==> config.mk <==
export PLATFORM = sky130hd
export DESIGN_NAME = tpu_ctrl
export DESIGN_NICKNAME = d
export VERILOG_FILES = /design/src/rtl/tpu_pkg.sv /design/src/rtl/tpu_ctrl.sv
export SDC_FILE = /design/constraint.sdc
export NUM_CORES = 1
export LEC_CHECK = 0
export ABC_AREA = 1
export BUFFER_PORTS_ARGS = -buffer_cell sky130_fd_sc_hd__clkbuf_2
export CAP_MARGIN = 10
export CORE_AREA = 2 2 39 41
export CTS_CLUSTER_SIZE = 25
export DETAILED_ROUTE_END_ITERATION = 10
export DIE_AREA = 0 0 41 43
export GPL_TIMING_DRIVEN = 0
export RECOVER_POWER = 50
export SLEW_MARGIN = 20
export SYNTH_ARGS = -nofsm -noshare
export SYNTH_HDL_FRONTEND = slang
export SYNTH_SLANG_ARGS = --single-unit
==> constraint.sdc <==
create_clock -name clk -period 1.7 [get_ports clk]
set_clock_uncertainty 0.2 [all_clocks]
set_input_delay 0.51 -clock clk [delete_from_list [all_inputs] [get_ports clk]]
set_output_delay 0.51 -clock clk [all_outputs]
set_load 0.02 [all_outputs]
==> src/rtl/tpu_pkg.sv <==
// Package for the trail particle update unit: field structs, codes, constants.
// No dependencies.
package tpu_pkg;

	localparam int unsigned RecordsDef = 64;
	localparam int unsigned PointsDef  = 9;
	localparam int unsigned QW         = 24;
	localparam logic signed [QW-1:0] QMax = 24'sh7FFFFF;
	localparam logic signed [QW-1:0] QMin = -24'sh800000;
	localparam logic signed [QW-1:0] OffsetQ = 24'sd768;
	localparam logic [7:0] AlphaOpaque = 8'hFF;

	typedef enum logic [1:0] {
		FUNC_POINT  = 2'd0,
		FUNC_MOTION = 2'd1,
		FUNC_COLOUR = 2'd2,
		FUNC_ADVANCE = 2'd3
	} func_t;

	typedef enum logic [1:0] {
		CFG_GRAVITY = 2'd0,
		CFG_WIND_X  = 2'd1,
		CFG_WIND_Z  = 2'd2
	} cfg_idx_t;

	typedef struct packed {
		logic [1:0]         func;
		logic [5:0]         record_index;
		logic [3:0]         point_index;
		logic signed [23:0] value_a;
		logic signed [23:0] value_b;
		logic signed [23:0] value_c;
		logic signed [23:0] floor_height;
		logic [23:0]        colour;
		logic               make_active;
		logic [3:0]         step_count;
	} item_t;

	typedef struct packed {
		logic signed [15:0] vertex_x;
		logic signed [15:0] vertex_y;
		logic signed [15:0] vertex_z;
		logic [7:0]         red;
		logic [7:0]         green;
		logic [7:0]         blue;
		logic [7:0]         alpha;
		logic               last_vertex;
	} result_t;

	typedef enum logic [3:0] {
		ST_IDLE, ST_WRITE, ST_CHECK, ST_HEAD_RD, ST_HEAD_WR, ST_CHAIN_RD, ST_CHAIN_WR,
		ST_STEP_END, ST_DRAW_RD, ST_DRAW_A, ST_DRAW_B
	} state_t;

	// controller -> datapath
	typedef struct packed {
		logic load;
		logic do_write;
		logic head_rd;
		logic head_wr;
		logic chain_rd;
		logic chain_wr;
		logic step_end;
		logic draw_rd;
		logic emit_a;
		logic emit_b;
		logic clr_point;
		logic inc_point;
		logic dec_step;
	} cmd_t;

	// datapath -> controller
	typedef struct packed {
		logic is_write;
		logic rec_ok;
		logic active;
		logic last_point;
		logic steps_zero;
	} sts_t;

	function automatic logic signed [QW-1:0] sat_add(input logic signed [QW-1:0] a,
			input logic signed [QW-1:0] b);
		logic signed [QW:0] s;
		s = {a[QW-1], a} + {b[QW-1], b};
		if (s[QW] != s[QW-1]) return s[QW] ? QMin : QMax;
		return s[QW-1:0];
	endfunction

	function automatic logic signed [QW-1:0] sat_sub(input logic signed [QW-1:0] a,
			input logic signed [QW-1:0] b);
		logic signed [QW:0] s;
		s = {a[QW-1], a} - {b[QW-1], b};
		if (s[QW] != s[QW-1]) return s[QW] ? QMin : QMax;
		return s[QW-1:0];
	endfunction

	// point moves a quarter toward its predecessor, floor rounding
	function automatic logic signed [QW-1:0] follow(input logic signed [QW-1:0] pre,
			input logic signed [QW-1:0] cur);
		logic signed [QW:0] d;
		logic signed [QW:0] q;
		logic signed [QW+1:0] s;
		d = {pre[QW-1], pre} - {cur[QW-1], cur};
		q = d >>> 2;
		s = {{2{cur[QW-1]}}, cur} + {q[QW], q};
		if (s > $signed({2'b00, QMax})) return QMax;
		if (s < $signed({2'b11, QMin})) return QMin;
		return s[QW-1:0];
	endfunction

	function automatic logic signed [15:0] to_vertex(input logic signed [QW:0] q);
		logic signed [QW:0] i;
		i = q >>> 8;
		if (q[QW] && (q[7:0] != 8'd0)) i = (q >>> 8) + 25'sd1;
		if (i > 25'sd32767) return 16'sh7FFF;
		if (i < -25'sd32768) return -16'sh8000;
		return i[15:0];
	endfunction

endpackage

==> src/rtl/tpu_ctrl.sv <==
// Controller state machine for the trail particle update unit.
// Depends on tpu_pkg.
module tpu_ctrl (
	input  logic           clk,
	input  logic           arst_n,
	input  logic           start,
	output logic           busy,
	input  tpu_pkg::sts_t  sts,
	output tpu_pkg::cmd_t  cmd
);
	import tpu_pkg::*;

	state_t state_q, state_d;

	always_ff @(posedge clk or negedge arst_n) begin
		if (!arst_n) state_q <= ST_IDLE;
		else state_q <= state_d;
	end

	always_comb begin
		state_d = state_q;
		cmd = '0;
		busy = (state_q != ST_IDLE);
		unique case (state_q)
			ST_IDLE: begin
				if (start) begin
					cmd.load = 1'b1;
					state_d = ST_CHECK;
				end
			end
			ST_CHECK: begin
				if (sts.is_write) state_d = ST_WRITE;
				else if (!sts.rec_ok || !sts.active) state_d = ST_IDLE;
				else if (sts.steps_zero) begin
					cmd.clr_point = 1'b1;
					state_d = ST_DRAW_RD;
				end else state_d = ST_HEAD_RD;
			end
			ST_WRITE: begin
				cmd.do_write = 1'b1;
				state_d = ST_IDLE;
			end
			ST_HEAD_RD: begin
				cmd.head_rd = 1'b1;
				cmd.clr_point = 1'b1;
				state_d = ST_HEAD_WR;
			end
			ST_HEAD_WR: begin
				cmd.head_wr = 1'b1;
				cmd.inc_point = 1'b1;
				state_d = ST_CHAIN_RD;
			end
			ST_CHAIN_RD: begin
				cmd.chain_rd = 1'b1;
				state_d = ST_CHAIN_WR;
			end
			ST_CHAIN_WR: begin
				cmd.chain_wr = 1'b1;
				cmd.inc_point = 1'b1;
				state_d = sts.last_point ? ST_STEP_END : ST_CHAIN_RD;
			end
			ST_STEP_END: begin
				cmd.step_end = 1'b1;
				cmd.dec_step = 1'b1;
				cmd.clr_point = 1'b1;
				if (!sts.steps_zero) state_d = ST_HEAD_RD;
				else state_d = ST_DRAW_RD;
			end
			ST_DRAW_RD: begin
				if (!sts.active) state_d = ST_IDLE;
				else begin
					cmd.draw_rd = 1'b1;
					state_d = ST_DRAW_A;
				end
			end
			ST_DRAW_A: begin
				cmd.emit_a = 1'b1;
				state_d = ST_DRAW_B;
			end
			ST_DRAW_B: begin
				cmd.emit_b = 1'b1;
				cmd.inc_point = 1'b1;
				state_d = sts.last_point ? ST_IDLE : ST_DRAW_RD;
			end
			default: state_d = ST_IDLE;
		endcase
	end
endmodule

==> results.cfg, run 1 <==
[run_status]
outcome = finished, violations left
violations = setup timing

[clock_tree]
tritoncts = yes
htreeDepth = 1
cts_num_sinks = 4
cts_root_buf = clkbuf_4
cts_made_buffers = 3
cts_buffer_depth = 2
clk_pin_slew_ns = 0.03
insertion_delay_ns = 0.24

[global_routing]
grt_pass1_wl_um = 1930
antenna_found_initial = 0
overflow = 0
grt_pass1_vias = 502
grt_start_max_net_pins = 7
grt_usage_pct = 16.9

[synthesis]
synth-simple-area-share_pct = 47.7
syn_area_per_cell_um2 = 5.92
synthXorXnorAreaFrac_pct = 0
synth_compound_area_share_pct = 8.39
syn_nets = 71
synth_async_sr_flop_share_pct = 100
synth_ff_type = dfrtp_1
syn-cell-area_um2 = 373
synth_seq_cells = 4
yosysWarnings = 0
yosys-top-cells-count = inv_1 (13), nand2_1 (12), nor2_1 (11)
yosysSeqAreaShare_pct = 26.8
yosysMostFrequentCell = inv_1
netlist_instances = 63
synthMuxAreaShare_pct = 0
synth_area_leaders = dfrtp_1 (27%), inv_1 (13%), nand2_1 (12%)
yosys.area.top_type_share_pct = 26.8
yosys.area_share.adder_pct = 0
synth_edf_count = 0
synth.distinct_cells = 15
synth_top_family_by_area = simple AND/OR/NAND/NOR gates
yosysTopAreaCell = dfrtp_1

[detailed_routing]
routedWlPerCell_um = 11.5
drcViolationCount = 0
drt_iter0_drc = 9
via_per_inst = 4.69
drt-total-wl_um = 1340
vias = 544
drtAntennaViolNets = 0
drt_pre_antenna_iters = 4

[setup_path]
arrival_ns = 1.27
cp-end-kind = output port
crit_type = reg -> out
worstPathRequired_ns = 0.99
crit_path_max_fanout = 6
cp-start-kind = flip-flop

[cells_and_area]
fin_util_pct = 59.9
drive_gt1_share_pct = 72.0
largest_reg_flops = 4
largest_register = state_q
seq_area_um2 = 104
nets = 110
diodes = 0
fillerInstances = 126
multi_input_area_um2 = 295
largest_registers = state_q x4
syn_to_final_growth_pct = 122

[timing]
hold_viol_final = 0
slew_headroom_pct = 86.1
tightestPinTransition_ns = 0.209
min_period_ns = 1.98
rsz0062_at_grt = yes
timing.fmax_ghz = 0.505
setup_viol = 14
final_max_slew_viol_count = 0
final_min_period_over_clock_period_pct = 117
fin_ws_ns = -0.282

[min_path]
hold_class = in -> reg

[floorplanning]
rows = 14
coreArea_mm2 = 0.00138
fp.dieH_um = 43
start_util_pct = 26.9
dieArea_mm2 = 0.00176
fp.dieW_um = 41
top_level_ports = 22

[power_and_ir_drop]
p_per_area_mw_per_mm2 = 1630
power_mw = 1.35
total_leakage_power_nw = 0.446
vdd_drop_max_mv = 0.758

[placed_design]
dp_hpwl_um = 795
place.gp.congestion = 0.864
io_buffers = 21

[job]
drv_cap = 0
cell families (layout without fill, tap and decap cells):
kind of cell	Yosys count	count (layout)
compound gates	5	5
buf+inv	16	53
simple gates	38	38
flops	4	4
metal layers:
layer | vias to the layer above | track usage [%] | wire, um | share of wire (%)
met5 | - | 0 | 0 | 0
met4 | 0 | 11.3 | 27 | 2.0
met3 | 5 | 7.33 | 92 | 6.9
met2 | 23 | 27.2 | 671 | 50
met1 | 245 | 16.2 | 544 | 41
li1 | 271 | - | - | -
power by group:
group | switching (mW) | internal [mW] | total (mW)
registers | 0.0828 | 0.140 | 0.223
logic | 0.528 | 0.481 | 1.01
clock network | 0.0378 | 0.0789 | 0.117
final cells by class:
| class | instances | share of cell area, % |
|---|---|---|
| Buffer | 1 | 1.36 |
| Multi-Input combinational cell | 43 | 35.6 |
| Timing Repair Buffer | 34 | 38.5 |
| Clock buffer | 3 | 2.72 |
| Sequential cell | 4 | 12.5 |
| Tap cell | 16 | 2.42 |
| Inverter | 15 | 6.80 |
repair_timing:
item	4_1_cts	5_1_grt
hold endpoints to repair	4	0
cloned	0	0
gates resized for setup	44	27
hold buffers	1	0
pin swaps	8	9
setup buffers	11	1
setup endpoints to repair	14	14
cell usage in the layout, fill, tap and decap left out, drive strengths merged:
cell         instances
clkbuf              12
buf                 25
nand2               14
dlygate4sd3          1
nand3                2
inv                 15
o22ai                1
nor2                16
nand4                2
a21oi                2
nor3                 4
o21bai               2
dfrtp                4
path summary, 6_finish.rpt:
path                            slack, ns          to       start  cells after the start
worst max-delay path                -0.28      cmd[2]  state_q[1]                      5
worst min-delay path                 0.34  state_q[0]      sts[4]                      3
worst max register to register       0.24  state_q[1]  state_q[1]                      7
worst min register to register       0.50  state_q[2]  state_q[0]                      3
max in group asynchronous            0.67  state_q[0]      arst_n                      2
min in group asynchronous            0.43  state_q[2]      arst_n                      2
worst max-delay path: stages (launching register included):
cell      delay [ns]
dfrtp_2         0.47
inv_2           0.09
nor2_4          0.12
nand2_2         0.08
o22ai_2         0.11
clkbuf_8        0.17
stage by stage:
stage	area, um2	cells	worst slack, ns	TNS (ns)	hold WS [ns]
floorplan	380	63	-0.113	-0.321	0.0144
global placement	505	100	-0.122	-0.323	0.118
detailed placement	505	100	-0.129	-0.343	0.119
CTS	773	115	-0.253	-3.02	0.339
global route	828	116	-0.351	-3.81	0.363
finish	828	116	-0.282	-3.04	0.338
Power figures use the tool's default switching activity.
==> run 2, diff against run 1 <==
--- a/config.mk
+++ b/config.mk
@@ -5,7 +5,6 @@
 export SDC_FILE = /design/constraint.sdc
 export NUM_CORES = 1
 export LEC_CHECK = 0
-export ABC_AREA = 1
 export BUFFER_PORTS_ARGS = -buffer_cell sky130_fd_sc_hd__clkbuf_2
 export CAP_MARGIN = 10
 export CORE_AREA = 2 2 39 41
==> run 2 against run 1 <==
Effect of this change: the run still ends with setup timing left; first-iteration DRC count increased by 89%; cell area increased by 28%; fmax decreased by 5.3%; die area unchanged; via count increased by 19%; sequential cell count unchanged; cell count increased by 6.0%; sequential share of layout area decreased by 2.6 points; critical endpoint unchanged; highest routed layer unchanged.
==> results.cfg, run 2 <==
[setup_path]
crit_path_max_fanout = 3
crit_chain = nor4b_4, nand4b_1, o21ai_1, buf_4
critPathMaxStageDelay_ns = 0.43
worstPathRequired_ns = 0.99
worst-path-buf-inv = 1
crit_family = simple AND/OR/NAND/NOR gates
crit_type = reg -> out
cp-start-kind = flip-flop
arrival_ns = 1.38
cp-end-kind = output port
critical-path-slowest-cell = dfrtp_2

[clock_tree]
cts_buffer_depth = 2
cts_made_buffers = 3
cts_root_buf = clkbuf_4
cts_num_sinks = 4
htreeDepth = 1
clk_pin_slew_ns = 0.04
tritoncts = yes
insertion_delay_ns = 0.23

[run_status]
outcome = finished, violations left
violations = setup timing

[detailed_routing]
routedWlPerCell_um = 16.0
drt_iter0_drc = 17
vias = 646
drt-total-wl_um = 1970
drt_pre_antenna_iters = 4
drcViolationCount = 0
drtAntennaViolNets = 0
via_per_inst = 5.25

[power_and_ir_drop]
power_mw = 1.82
vdd_drop_max_mv = 0.993
total_leakage_power_nw = 0.488
p_per_area_mw_per_mm2 = 1720

[global_routing]
antenna_found_initial = 0
grt_pass1_vias = 614
overflow = 0
grt_usage_pct = 21.9
grt_pass1_wl_um = 2640
grt_start_max_net_pins = 11

[timing]
holdWs_ns = 0.384
fin_ws_ns = -0.394
min_period_ns = 2.09
hold_viol_final = 0
rsz0062_at_grt = yes
final_min_period_over_clock_period_pct = 123
tightestPinTransition_ns = 0.319
setup_viol = 14
slew_headroom_pct = 78.6
timing.fmax_ghz = 0.478
final_max_slew_viol_count = 0

[synthesis]
yosysTopAreaCell = dfrtp_1
yosysSeqAreaShare_pct = 22.3
synth_seq_cells = 4
yosysWarnings = 0
yosys-top-cells-count = nand2b_1 (6), nor2_1 (6)
netlist_instances = 56
syn_nets = 64
yosys.area.top_type_share_pct = 22.3
synth_async_sr_flop_share_pct = 100
synth_ff_type = dfrtp_1
synth_area_leaders = dfrtp_1 (22%), nand2b_1 (8.4%), and4b_1 (6.7%)
synth_edf_count = 0
synth.distinct_cells = 27
syn_area_per_cell_um2 = 8.02
syn-cell-area_um2 = 449

[job]
drv_cap = 0

[floorplanning]
coreArea_mm2 = 0.00138
top_level_ports = 22
fp.dieH_um = 43
dieArea_mm2 = 0.00176
rows = 14
fp.dieW_um = 41
start_util_pct = 32.5

[min_path]
hold_class = in -> reg

[cells_and_area]
drive_gt1_share_pct = 76.6
syn_to_final_growth_pct = 136
fin_area_mm2 = 0.00106
fin_util_pct = 76.5
largest_reg_flops = 4
mostFrequentLayoutCell = buf_4
nets = 117
fillerInstances = 93
diodes = 0
largest_registers = state_q x4
final_cell_mix = buf_4 (25), buf_6 (11), clkbuf_2 (7)
largest_register = state_q

[placed_design]
place_area_um2 = 594
dp_hpwl_um = 882
preCtsSetupSlack_ns = -0.256
io_buffers = 21
place.gp.congestion = 0.836
[run 2: report_power, final]
part           switching [mW]  internal, mW  total, mW
Sequential             0.0834         0.142      0.226
Combinational           0.673         0.803       1.48
Clock                  0.0365        0.0788      0.115
Total                   0.793          1.02       1.82
[run 2: cell families (layout without fill, tap and decap cells)]
logic type / count (synthesis) / in the layout / synth area share (%)
buf+inv: 6 / 57 / 10.3
simple gates: 34 / 34 / 47.9
xor+xnor: 1 / 1 / 1.95
compound gates: 11 / 11 / 17.6
flops: 4 / 4 / 22.3
[run 2: final timing paths]
| check | slack [ns] | start | end | cells after the start |
|---|---|---|---|---|
| hold / removal | 0.38 | sts[0] | state_q[0] | 2 |
| setup / recovery | -0.39 | state_q[0] | cmd[2] | 4 |
| min in group asynchronous | 0.43 | arst_n | state_q[0] | 2 |
| hold reg to reg | 0.50 | state_q[0] | state_q[3] | 3 |
| max in group asynchronous | 0.67 | arst_n | state_q[3] | 2 |
| setup reg to reg | 0.05 | state_q[2] | state_q[0] | 6 |
[run 2: routing by layer]
metal	part of all wire (%)	GRT usage (%)	wire length (um)	vias to the layer above
li1	-	-	-	315
met1	44	28.3	856	312
met2	52	33.4	1030	15
met3	2.5	5.76	50	4
met4	1.6	8.00	31	0
met5	0	0	0	-
[run 2: area by class of cell]
type | instances | area [um2] | area share, %
plain buffers | 5 | 63.8 | 6.03
well taps | 16 | 20.0 | 1.89
clock buffers | 3 | 22.5 | 2.13
multi-input cells | 46 | 430 | 40.7
flip-flops and latches | 4 | 105 | 9.93
repair buffers | 49 | 417 | 39.4
[run 2: per-stage QoR]
stage	setup TNS [ns]	instances
final	-4.64	123
after global routing	-5.25	123
after CTS	-4.24	112
after detailed placement	-1.73	93
after global placement	-1.75	93
after floorplan	-0.793	56
[run 2: what timing repair did]
item | 4_1_cts | 5_1_grt
endpoints found under the hold margin | 4 | 0
hold buffers | 1 | 0
gates cloned | 1 | 0
setup buffers | 15 | 12
resized for setup | 38 | 34
pin swaps | 7 | 10
setup endpoints to repair | 14 | 14
